## src/rtl/hsvrgb_pkg.sv

```systemverilog
// shared types, constants and sector codes for the hsv to rgb converter
package hsvrgb_pkg;

  localparam logic [8:0] HueMax    = 9'd360;
  localparam logic [8:0] SectorDeg = 9'd60;

  // floor(x / 60) for x up to 60*255 as (x * Recip60) >> Recip60Shift
  localparam int         Recip60Shift = 20;
  localparam logic [14:0] Recip60     = 15'd17477;

  // sector codes: first letter is the channel at full level, second the ramping one
  localparam logic [2:0] SEC_RG = 3'd0;
  localparam logic [2:0] SEC_GR = 3'd1;
  localparam logic [2:0] SEC_GB = 3'd2;
  localparam logic [2:0] SEC_BG = 3'd3;
  localparam logic [2:0] SEC_BR = 3'd4;
  localparam logic [2:0] SEC_RB = 3'd5;

  typedef struct packed {
    logic [8:0] hue;
    logic [7:0] saturation;
    logic [7:0] brightness;
  } hsv_t;

  typedef struct packed {
    logic [2:0] sector;
    logic [5:0] offset;
    logic [7:0] brightness;
    logic [7:0] spread;
  } front_t;

  typedef struct packed {
    logic [2:0] sector;
    logic [7:0] brightness;
    logic [7:0] base_level;
    logic [7:0] step;
  } ramp_t;

endpackage

```

## src/rtl/hsvrgb_if.sv

```systemverilog
// stream interfaces for hsv pixels in and rgb pixels out
interface hsvrgb_hsv_if;
  logic       valid;
  logic       ready;
  logic [8:0] hue;
  logic [7:0] saturation;
  logic [7:0] brightness;

  modport source (output valid, hue, saturation, brightness, input ready);
  modport sink (input valid, hue, saturation, brightness, output ready);
endinterface

interface hsvrgb_rgb_if;
  logic       valid;
  logic       ready;
  logic [7:0] red;
  logic [7:0] green;
  logic [7:0] blue;

  modport source (output valid, red, green, blue, input ready);
  modport sink (input valid, red, green, blue, output ready);
endinterface

```

## src/rtl/hsvrgb_front.sv

```systemverilog
// first two pipeline stages: sector decode, sat*value product, spread = product/255
module hsvrgb_front (
  input  logic                clk,
  input  logic                rst,
  input  logic                in_valid,
  output logic                in_ready,
  input  hsvrgb_pkg::hsv_t    in_pix,
  output logic                out_valid,
  input  logic                out_ready,
  output hsvrgb_pkg::front_t  out_pix
);

  logic        valid1;
  logic        valid2;
  logic        adv1;
  logic        adv2;
  logic [2:0]  sector1;
  logic [5:0]  offset1;
  logic [7:0]  brightness1;
  logic [15:0] product1;
  logic [8:0]  hue_c;
  logic [2:0]  sector_next;
  logic [8:0]  offset_next;
  logic [16:0] prod_inc;
  logic [24:0] prod_scaled;
  hsvrgb_pkg::front_t stage2;

  assign adv2     = !valid2 || out_ready;
  assign adv1     = !valid1 || adv2;
  assign in_ready = adv1;

  // clamp hue and pick the sector, boundaries go to the lower sector
  always_comb begin
    hue_c = (in_pix.hue > hsvrgb_pkg::HueMax) ? hsvrgb_pkg::HueMax : in_pix.hue;
    if (hue_c <= hsvrgb_pkg::SectorDeg) begin
      sector_next = hsvrgb_pkg::SEC_RG;
      offset_next = hue_c;
    end else if (hue_c <= 9'(2 * hsvrgb_pkg::SectorDeg)) begin
      sector_next = hsvrgb_pkg::SEC_GR;
      offset_next = 9'(2 * hsvrgb_pkg::SectorDeg) - hue_c;
    end else if (hue_c <= 9'(3 * hsvrgb_pkg::SectorDeg)) begin
      sector_next = hsvrgb_pkg::SEC_GB;
      offset_next = hue_c - 9'(2 * hsvrgb_pkg::SectorDeg);
    end else if (hue_c <= 9'(4 * hsvrgb_pkg::SectorDeg)) begin
      sector_next = hsvrgb_pkg::SEC_BG;
      offset_next = 9'(4 * hsvrgb_pkg::SectorDeg) - hue_c;
    end else if (hue_c <= 9'(5 * hsvrgb_pkg::SectorDeg)) begin
      sector_next = hsvrgb_pkg::SEC_BR;
      offset_next = hue_c - 9'(4 * hsvrgb_pkg::SectorDeg);
    end else begin
      sector_next = hsvrgb_pkg::SEC_RB;
      offset_next = hsvrgb_pkg::HueMax - hue_c;
    end
  end

  // floor(x/255) = ((x+1)*257) >> 16 for any 16-bit x
  assign prod_inc    = {1'b0, product1} + 17'd1;
  assign prod_scaled = {prod_inc, 8'd0} + {8'd0, prod_inc};

  always_ff @(posedge clk) begin
    if (rst) begin
      valid1 <= 1'b0;
      valid2 <= 1'b0;
    end else begin
      if (adv1) valid1 <= in_valid;
      if (adv2) valid2 <= valid1;
    end
    if (adv1 && in_valid) begin
      sector1     <= sector_next;
      offset1     <= offset_next[5:0];
      brightness1 <= in_pix.brightness;
      product1    <= 16'(in_pix.saturation) * 16'(in_pix.brightness);
    end
    if (adv2 && valid1) begin
      stage2.sector     <= sector1;
      stage2.offset     <= offset1;
      stage2.brightness <= brightness1;
      stage2.spread     <= prod_scaled[23:16];
    end
  end

  assign out_valid = valid2;
  assign out_pix   = stage2;

endmodule

```

## src/rtl/hsvrgb_ramp.sv

```systemverilog
// stages three and four: offset*spread product, then divide by 60 via reciprocal
module hsvrgb_ramp (
  input  logic                clk,
  input  logic                rst,
  input  logic                in_valid,
  output logic                in_ready,
  input  hsvrgb_pkg::front_t  in_pix,
  output logic                out_valid,
  input  logic                out_ready,
  output hsvrgb_pkg::ramp_t   out_pix
);

  logic        valid3;
  logic        valid4;
  logic        adv3;
  logic        adv4;
  logic [2:0]  sector3;
  logic [7:0]  brightness3;
  logic [7:0]  base3;
  logic [13:0] mult3;
  logic [28:0] recip_prod;
  hsvrgb_pkg::ramp_t stage4;

  assign adv4     = !valid4 || out_ready;
  assign adv3     = !valid3 || adv4;
  assign in_ready = adv3;

  assign recip_prod = 29'(mult3) * 29'(hsvrgb_pkg::Recip60);

  always_ff @(posedge clk) begin
    if (rst) begin
      valid3 <= 1'b0;
      valid4 <= 1'b0;
    end else begin
      if (adv3) valid3 <= in_valid;
      if (adv4) valid4 <= valid3;
    end
    if (adv3 && in_valid) begin
      sector3     <= in_pix.sector;
      brightness3 <= in_pix.brightness;
      base3       <= in_pix.brightness - in_pix.spread;
      mult3       <= 14'(in_pix.offset) * 14'(in_pix.spread);
    end
    if (adv4 && valid3) begin
      stage4.sector     <= sector3;
      stage4.brightness <= brightness3;
      stage4.base_level <= base3;
      stage4.step       <= recip_prod[hsvrgb_pkg::Recip60Shift +: 8];
    end
  end

  assign out_valid = valid4;
  assign out_pix   = stage4;

endmodule

```

## src/rtl/hsv_to_rgb_converter_core.sv

```systemverilog
// top level of the hsv to rgb converter: five-stage pipeline with registered output
// throughput: one pixel per cycle while rgb is ready, as every stage takes a new pixel each cycle
// a stall on rgb backs up stage by stage; bubbles in the pipe are squeezed out
// reset (synchronous, active high) clears all stage valid bits; no payload is cleared
module hsv_to_rgb_converter_core (
  input  logic        clk,
  input  logic        rst,
  hsvrgb_hsv_if.sink  hsv,
  hsvrgb_rgb_if.source rgb
);

  hsvrgb_pkg::hsv_t   in_pix;
  hsvrgb_pkg::front_t front_pix;
  hsvrgb_pkg::ramp_t  ramp_pix;

  logic       front_valid;
  logic       front_ready;
  logic       ramp_valid;
  logic       ramp_ready;
  logic       valid5;
  logic       adv5;
  logic [7:0] ramp_level;
  logic [7:0] red_next;
  logic [7:0] green_next;
  logic [7:0] blue_next;
  logic [7:0] red;
  logic [7:0] green;
  logic [7:0] blue;

  assign in_pix.hue        = hsv.hue;
  assign in_pix.saturation = hsv.saturation;
  assign in_pix.brightness = hsv.brightness;

  // stages one and two: sector, product, spread
  hsvrgb_front u_front (
    .clk       (clk),
    .rst       (rst),
    .in_valid  (hsv.valid),
    .in_ready  (hsv.ready),
    .in_pix    (in_pix),
    .out_valid (front_valid),
    .out_ready (front_ready),
    .out_pix   (front_pix)
  );

  // stages three and four: ramp step = offset*spread/60
  hsvrgb_ramp u_ramp (
    .clk       (clk),
    .rst       (rst),
    .in_valid  (front_valid),
    .in_ready  (front_ready),
    .in_pix    (front_pix),
    .out_valid (ramp_valid),
    .out_ready (ramp_ready),
    .out_pix   (ramp_pix)
  );

  // output stage takes a new pixel when empty or when the current one transfers
  assign adv5       = !valid5 || rgb.ready;
  assign ramp_ready = adv5;

  // ramping channel never exceeds brightness, so 8 bits hold it
  assign ramp_level = ramp_pix.base_level + ramp_pix.step;

  // route full level, floor and ramp to the channels by sector
  always_comb begin
    unique case (ramp_pix.sector)
      hsvrgb_pkg::SEC_RG: begin
        red_next   = ramp_pix.brightness;
        green_next = ramp_level;
        blue_next  = ramp_pix.base_level;
      end
      hsvrgb_pkg::SEC_GR: begin
        red_next   = ramp_level;
        green_next = ramp_pix.brightness;
        blue_next  = ramp_pix.base_level;
      end
      hsvrgb_pkg::SEC_GB: begin
        red_next   = ramp_pix.base_level;
        green_next = ramp_pix.brightness;
        blue_next  = ramp_level;
      end
      hsvrgb_pkg::SEC_BG: begin
        red_next   = ramp_pix.base_level;
        green_next = ramp_level;
        blue_next  = ramp_pix.brightness;
      end
      hsvrgb_pkg::SEC_BR: begin
        red_next   = ramp_level;
        green_next = ramp_pix.base_level;
        blue_next  = ramp_pix.brightness;
      end
      hsvrgb_pkg::SEC_RB: begin
        red_next   = ramp_pix.brightness;
        green_next = ramp_pix.base_level;
        blue_next  = ramp_level;
      end
      default: begin
        red_next   = ramp_pix.brightness;
        green_next = ramp_pix.base_level;
        blue_next  = ramp_pix.base_level;
      end
    endcase
  end

  always_ff @(posedge clk) begin
    if (rst) begin
      valid5 <= 1'b0;
    end else if (adv5) begin
      valid5 <= ramp_valid;
    end
    if (adv5 && ramp_valid) begin
      red   <= red_next;
      green <= green_next;
      blue  <= blue_next;
    end
  end

  assign rgb.valid = valid5;
  assign rgb.red   = red;
  assign rgb.green = green;
  assign rgb.blue  = blue;

  // pipeline comes out of reset empty
  assert property (@(posedge clk) rst |=> !rgb.valid)
    else $error("rgb valid after reset");

  // reciprocal divide must keep the ramp at or below brightness
  assert property (@(posedge clk) disable iff (rst)
    ramp_valid |-> ({1'b0, ramp_pix.base_level} + {1'b0, ramp_pix.step}
                    <= {1'b0, ramp_pix.brightness}))
    else $error("ramp step exceeds spread");

  // an empty output stage means the whole pipe can take a pixel
  assert property (@(posedge clk) disable iff (rst) !rgb.valid |-> hsv.ready)
    else $error("input stalled with empty output stage");

endmodule
```

## src/flat_wrapper.sv

```systemverilog
// flat-port wrapper written by rule: the top's interface ports become plain ports
module hsv_to_rgb_converter_core_flat 
  (clk, rst, hsv_valid, hsv_hue, hsv_saturation, hsv_brightness, hsv_ready, rgb_valid, rgb_red, rgb_green, rgb_blue, rgb_ready);
  hsvrgb_hsv_if hsv_i ();
  hsvrgb_rgb_if rgb_i ();
  input  logic clk;
  input  logic rst;
  input wire logic [$bits(hsv_i.valid)-1:0] hsv_valid;
  input wire logic [$bits(hsv_i.hue)-1:0] hsv_hue;
  input wire logic [$bits(hsv_i.saturation)-1:0] hsv_saturation;
  input wire logic [$bits(hsv_i.brightness)-1:0] hsv_brightness;
  output wire logic [$bits(hsv_i.ready)-1:0] hsv_ready;
  output wire logic [$bits(rgb_i.valid)-1:0] rgb_valid;
  output wire logic [$bits(rgb_i.red)-1:0] rgb_red;
  output wire logic [$bits(rgb_i.green)-1:0] rgb_green;
  output wire logic [$bits(rgb_i.blue)-1:0] rgb_blue;
  input wire logic [$bits(rgb_i.ready)-1:0] rgb_ready;
  assign hsv_i.valid = hsv_valid;
  assign hsv_i.hue = hsv_hue;
  assign hsv_i.saturation = hsv_saturation;
  assign hsv_i.brightness = hsv_brightness;
  assign hsv_ready = hsv_i.ready;
  assign rgb_valid = rgb_i.valid;
  assign rgb_red = rgb_i.red;
  assign rgb_green = rgb_i.green;
  assign rgb_blue = rgb_i.blue;
  assign rgb_i.ready = rgb_ready;
  hsv_to_rgb_converter_core u_core (.clk(clk), .rst(rst), .hsv(hsv_i), .rgb(rgb_i));
endmodule
```

## config.mk

```make
export PLATFORM = sky130hd
export DESIGN_NAME = hsv_to_rgb_converter_core_flat
export DESIGN_NICKNAME = d
export VERILOG_FILES = /design/src/rtl/hsvrgb_pkg.sv /design/src/rtl/hsvrgb_if.sv /design/src/rtl/hsvrgb_front.sv /design/src/rtl/hsvrgb_ramp.sv /design/src/rtl/hsv_to_rgb_converter_core.sv /design/src/flat_wrapper.sv
export SDC_FILE = /design/constraint.sdc
export NUM_CORES = 1
export LEC_CHECK = 0
export CORE_MARGIN = 5
export CORE_UTILIZATION = 30
export DETAILED_ROUTE_END_ITERATION = 10
export DONT_BUFFER_PORTS = 1
export PLACE_DENSITY = 0.4
export SYNTH_ARGS = -nofsm -noshare
export SYNTH_HDL_FRONTEND = slang
export SYNTH_SLANG_ARGS = --single-unit
```

## constraint.sdc

```tcl
create_clock -name clk -period 9 [get_ports clk]
set_input_delay 1.8 -clock clk [delete_from_list [all_inputs] [get_ports clk]]
set_output_delay 1.8 -clock clk [all_outputs]
set_load 0.05 [all_outputs]
```

Word level (Yosys, flattened, before mapping)
Index checks and enable logic that the tools add are counted.

Div/mod/pow operators: 0. Add/sub/neg operators: 9. Order comparisons: 6. Reductions and logical operators: 24. Shift operators: 0. Equality and inequality tests: 5. Multipliers: 3. Muxes and demuxes: 13. Bitwise operators: 0.

Operators with widths (count): 8-bit case mux with 2 select lines (3); 6-bit 2-to-1 mux (5); 14-bit by 15-bit multiplier with 28-bit output (second input constant) (1); 24-bit by 17-bit adder with 24-bit output (1); 9-bit by 8-bit less-or-equal comparator with 1-bit output (second input constant) (2); 6-bit subtractor (first input constant) (3); 16-bit by 1-bit adder with 17-bit output (second input constant) (1); 8-bit by 8-bit multiplier with 16-bit output (1); 6-bit by 8-bit multiplier with 14-bit output (1); 2-bit OR reduction (7); 6-bit subtractor (second input constant) (2); 9-bit > comparator (second input constant) (1); 9-bit by 6-bit less-or-equal comparator with 1-bit output (second input constant) (1); 9-bit by 7-bit less-or-equal comparator with 1-bit output (second input constant) (1); 9-bit less-or-equal comparator (second input constant) (1); 9-bit 2-to-1 mux (1); 8-bit adder (1); 8-bit subtractor (1); 3-bit by 2-bit == test with 1-bit output (second input constant) (2); 3-bit == test (second input constant) (2); 1-bit logical AND (5); 1-bit zero test (5); 1-bit logical OR (5); 2-bit 2-to-1 mux (2); other kinds (4) (5).

Memories kept: 0. Bits of input ports: 29. Bits in latches: 0. Flip-flop bits (word level): 147. Memory bits (read-only): 0. Bits in writable memories: 0. Logic and storage cells: 86.

Logic depth before layout (Yosys ltp)
Depth after elaboration: 8. Depth in mapped cells: 16.

Hierarchy
Synthesis repeated with hierarchy kept, for this count alone.

Cells, all modules: 1167. Area, all modules: 12558.3 um^2.

Modules (own cells, without submodules): hsvrgb_ramp (area an instance 5617.9 um^2, times used 1, cells an instance 493); hsvrgb_front (area an instance 5168.7 um^2, times used 1, cells an instance 490); hsv_to_rgb_converter_core (area an instance 1771.7 um^2, times used 1, cells an instance 184).

Worst setup path after synthesis
OpenSTA, ideal clock, no wires.

Kind: input -> register. Start point: input port hsv_brightness[4]. End point: register u_core.u_front.product1[15] (data pin). Arrival time: 5.404 ns. Setup time: 0.259 ns. Slack: 3.337 ns. Cell stages on the path: 14. Required time: 8.741 ns. Cells stage by stage: and2_1 fa_1 inv_1 fa_1 fa_1 fa_1 inv_1 ha_1 or2_2 a21oi_1 a21oi_1 a211oi_1 a21oi_1 xnor2_1.

Longest elaborated chain between the ends: 1.

RTL lines: start: declaration (line flat_wrapper.sv:11) `input wire logic [$bits(hsv_i.brightness)-1:0] hsv_brightness;`; 8-bit by 8-bit multiplier with 16-bit output (line hsvrgb_front.sv:72) `product1 <= 16'(in_pix.saturation) * 16'(in_pix.brightness);`; end signal: assignment (line hsvrgb_front.sv:72); end: declaration (line hsvrgb_front.sv:20) `logic [15:0] product1;`.

No other way between the ends. A chain may end at the register's enable or synchronous reset.

Worst setup path in the final report
Ends and elaborated chain as after synthesis.

==> impl_metrics.csv <==
group,metric,value,unit
die,rows,75,
die,dieArea,0.0464,mm2
die,die_w,215,um
die,io-pin-count,55,
synthesis,synth_edf_count,142,
grt,grt_pass1_vias,8361,
timing,finalCriticalPeriod,5.42,ns
die,die_h,215,um
placed_design,routabilityCongestion,0.781,
finish,layout_commonest_cell,"ha_1",
worst_setup_path,critPathRequiredTime,9.18,ns
timing,fin_tns_setup,0,ns
drt,drt_wl_total,25.8,mm
timing,relSlewSlack,0.303,
finish,area_delta_synth_final,10.0,%
timing,slew_viol_final,0,
run,drv_cap,0,
timing,skew,0.0139,ns
grt,grt_max_degree,56,
clock_network,cts_tree,"built",
synthesis,ys_warn_count,0,
power_and_ir_drop,p_leak,0.00599,uW
clock_network,cts_buffer_depth,2,
worst_setup_path,path_max_fanout,9,
finish,antenna_cells,0,
timing,hold_ws,0.418,ns
power_and_ir_drop,p_per_area,337,mW/mm2
worst_setup_path,critical-path-slowest-cell,"fa_1",
synthesis,async_flop_share,0,
die,start_util,0.302,
synthesis,ys_seq_area_frac,0.345,
grt,antenna_found_initial,0,
grt,grt_util_met3,0.0235,
clock_network,numCtsBuffers,17,
clock_network,cts.repair.resized,0,
grt,grt_usage,0.114,
finish,nNetsFinal,1470,
clock_network,cts.sinks,147,
grt,met2_usage,0.195,
clock_network,clk_pin_slew,0.07,ns
worst_setup_path,crit_chain,"and2_1, fa_1, inv_1, fa_1, fa_1, fa_1, inv_1, ha_1, or2_2, a21oi_1, a21oi_1, a211oi_1, a21oi_1, xnor2_1",
worst_setup_path,startpoint_type,"input pin",
worst_setup_path,crit_path_end_kind,"flop",
worst_setup_path,worstPathArrival,5.60,ns
drt,drtIter0Drc,353,
clock_network,insertion_delay,0.44,ns
drt,viasPerCell,4.68,
die,core,0.0419,mm2
timing,max_freq,0.184,GHz
worst_setup_path,reg2reg_setup_slack,4.28,ns
timing,rsz0062_at_grt,"false",
placed_design,port_buffers,0,
worst_setup_path,cp_slowest_stage_delay,0.54,ns
min_path,hp-class,"flop to flop",
synthesis,yosysUniqueCellTypes,80,
power_and_ir_drop,ir_drop,0.182,mV
synthesis,synthFlopType,"edfxtp_1",
worst_setup_path,cpMostUsedCell,"fa_1",
status,status,"complete, no violations",
timing,worst_pin_slew,1.04,ns
finish,layout-drive-gt1-share,0.0584,
clock_network,htree_levels,4,
synthesis,synth_seq_cells,147,
worst_setup_path,critPathKind,"input pin to flop",
drt,vias,8126,
timing,layout_worst_path_cycle_share,0.603,
synthesis,synth_nets,1466,
finish,final_cells,1737,
drt,avgRoutedWirePerCell,14.8,um
finish,utilization,0.333,
clock_network,holdBufCountCts,0,
drt,ant_nets,0,
drt,drc,0,
grt,grt_overflow,0,
synthesis,syn_area,0.0127,mm2
synthesis,synthesis.instances,1181,
clock_network,post_cts_buffers,0,
grt,grt_first_pass_wirelength,43.4,mm
grt,use_met1,0.149,
synthesis,syn_area_per_cell,10.7,um2
timing,setup_violations,0,
timing,hold_violations,0,
finish,layout.cells.most_common_list,"173 x ha_1, 158 x inv_1, 142 x edfxtp_1, 107 x nand2_1, 83 x fa_1",
clock_network,root_buffer,"clkbuf_16",
placed_design,dp_cells,1705,
placed_design,hpwl,20.8,mm
drt,first_pass_iters,7,
grt,busiest_layer,"met2",
finish,nFillCells,4256,
==> cells in the mapped netlist, types with 5 or more instances <==
| cell type | count | area, um2 |
|---|---|---|
| a211oi_1 | 5 | 37.5 |
| a21o_1 | 13 | 97.6 |
| a21oi_1 | 55 | 275 |
| a221o_1 | 5 | 50.1 |
| a22o_1 | 7 | 61.3 |
| a22oi_1 | 6 | 45.0 |
| a31oi_1 | 7 | 43.8 |
| and2_1 | 67 | 419 |
| clkbuf_1 | 19 | 71.3 |
| dfxtp_1 | 5 | 100 |
| edfxtp_1 | 142 | 4260 |
| fa_1 | 83 | 1660 |
| ha_1 | 173 | 2160 |
| inv_1 | 158 | 593 |
| mux2i_1 | 12 | 120 |
| nand2_1 | 107 | 402 |
| nand2b_1 | 15 | 93.8 |
| nand3_1 | 14 | 70.1 |
| nand4_1 | 9 | 56.3 |
| nor2_1 | 44 | 165 |
| nor2b_1 | 13 | 81.3 |
| nor3_1 | 11 | 55.1 |
| o211ai_1 | 6 | 45.0 |
| o21a_1 | 9 | 67.6 |
| o21ai_0 | 33 | 165 |
| o21ai_1 | 7 | 35.0 |
| o21bai_1 | 7 | 52.6 |
| o22ai_1 | 5 | 31.3 |
| xnor2_1 | 48 | 420 |
| xor2_1 | 14 | 123 |
==> power by group <==
| group | switching (uW) | total (uW) | internal, uW |
|---|---|---|---|
| logic | 1590 | 2900 | 1310 |
| registers | 124 | 1080 | 960 |
| clock network | 336 | 712 | 376 |
==> cells by family (layout without fill, tap and decap cells) <==
family,after synthesis,after routing,synth area share
AOI/OAI and AO/OA,208,208,0.111
xor gates and xnor gates,67,67,0.0502
adders and majority gates,256,256,0.302
buffers and inverters,181,198,0.0540
DFF,147,147,0.345
muxes,13,13,0.0104
and+or+nand+nor,309,309,0.127
==> sequential cells by signal, indices dropped and copies added, names as in the netlist <==
name and cells:
u_core.u_front.product1 16, u_core.u_ramp.out_pix 27, u_core.rgb.red 8, u_core.u_ramp.brightness3 8
u_core.u_front.sector1 3, u_core.rgb.blue 8, u_core.u_ramp.out_valid 1, u_core.u_front.valid1 1
u_core.u_ramp.mult3 14, u_core.u_front.out_pix 25, u_core.u_front.out_valid 1, u_core.u_front.brightness1 8
u_core.u_ramp.sector3 3, u_core.rgb.green 8, u_core.u_ramp.valid3 1, u_core.rgb.valid 1
u_core.u_front.offset1 6, u_core.u_ramp.base3 8
==> layer usage <==
| layer | wire length (um) | part of all wire |
|---|---|---|
| met1 | 12000 | 0.46 |
| met2 | 12800 | 0.50 |
| met3 | 677 | 0.026 |
| met4 | 367 | 0.014 |
| met5 | 0 | 0 |
==> layout make-up <==
cell class	count	area, um2	area share
inverters	159	597	0.0429
flip-flops and latches	147	4360	0.313
clock inverters	15	183	0.0131
multi-input cells	853	7630	0.548
well taps	539	674	0.0484
repair buffers	7	52.6	0.00377
clock buffers	17	425	0.0305
==> worst max-delay path, delay by kind of cell <==
family	cells	cell delay, ns
buf+inv	2	0.09
compound gates	4	0.72
simple gates	2	0.45
fa+ha+maj	5	2.39
xor+xnor	1	0.16
==> per-stage QoR <==
stage          setup WS (ns)  instance area, um2  total power (uW)
6_report                3.58               13900              4690
5_1_grt                 3.41               13900              5250
4_1_cts                 3.60               13900              4810
3_5_place_dp            3.13               13300              4050
3_3_place_gp            3.16               13300              4060
2_1_floorplan           3.34               12700              3350
==> worst paths after layout <==
check,from,depth (start not counted),endpoint
worst max-delay path,hsv_brightness[4],14,u_core.u_front.product1[15]
worst min-delay path,u_core.u_ramp.base3[7],0,u_core.u_ramp.out_pix[15]
worst max register to register,u_core.u_ramp.mult3[10],15,u_core.u_ramp.out_pix[7]
worst min register to register,u_core.u_ramp.base3[7],0,u_core.u_ramp.out_pix[15]
Power figures use the tool's default switching activity.
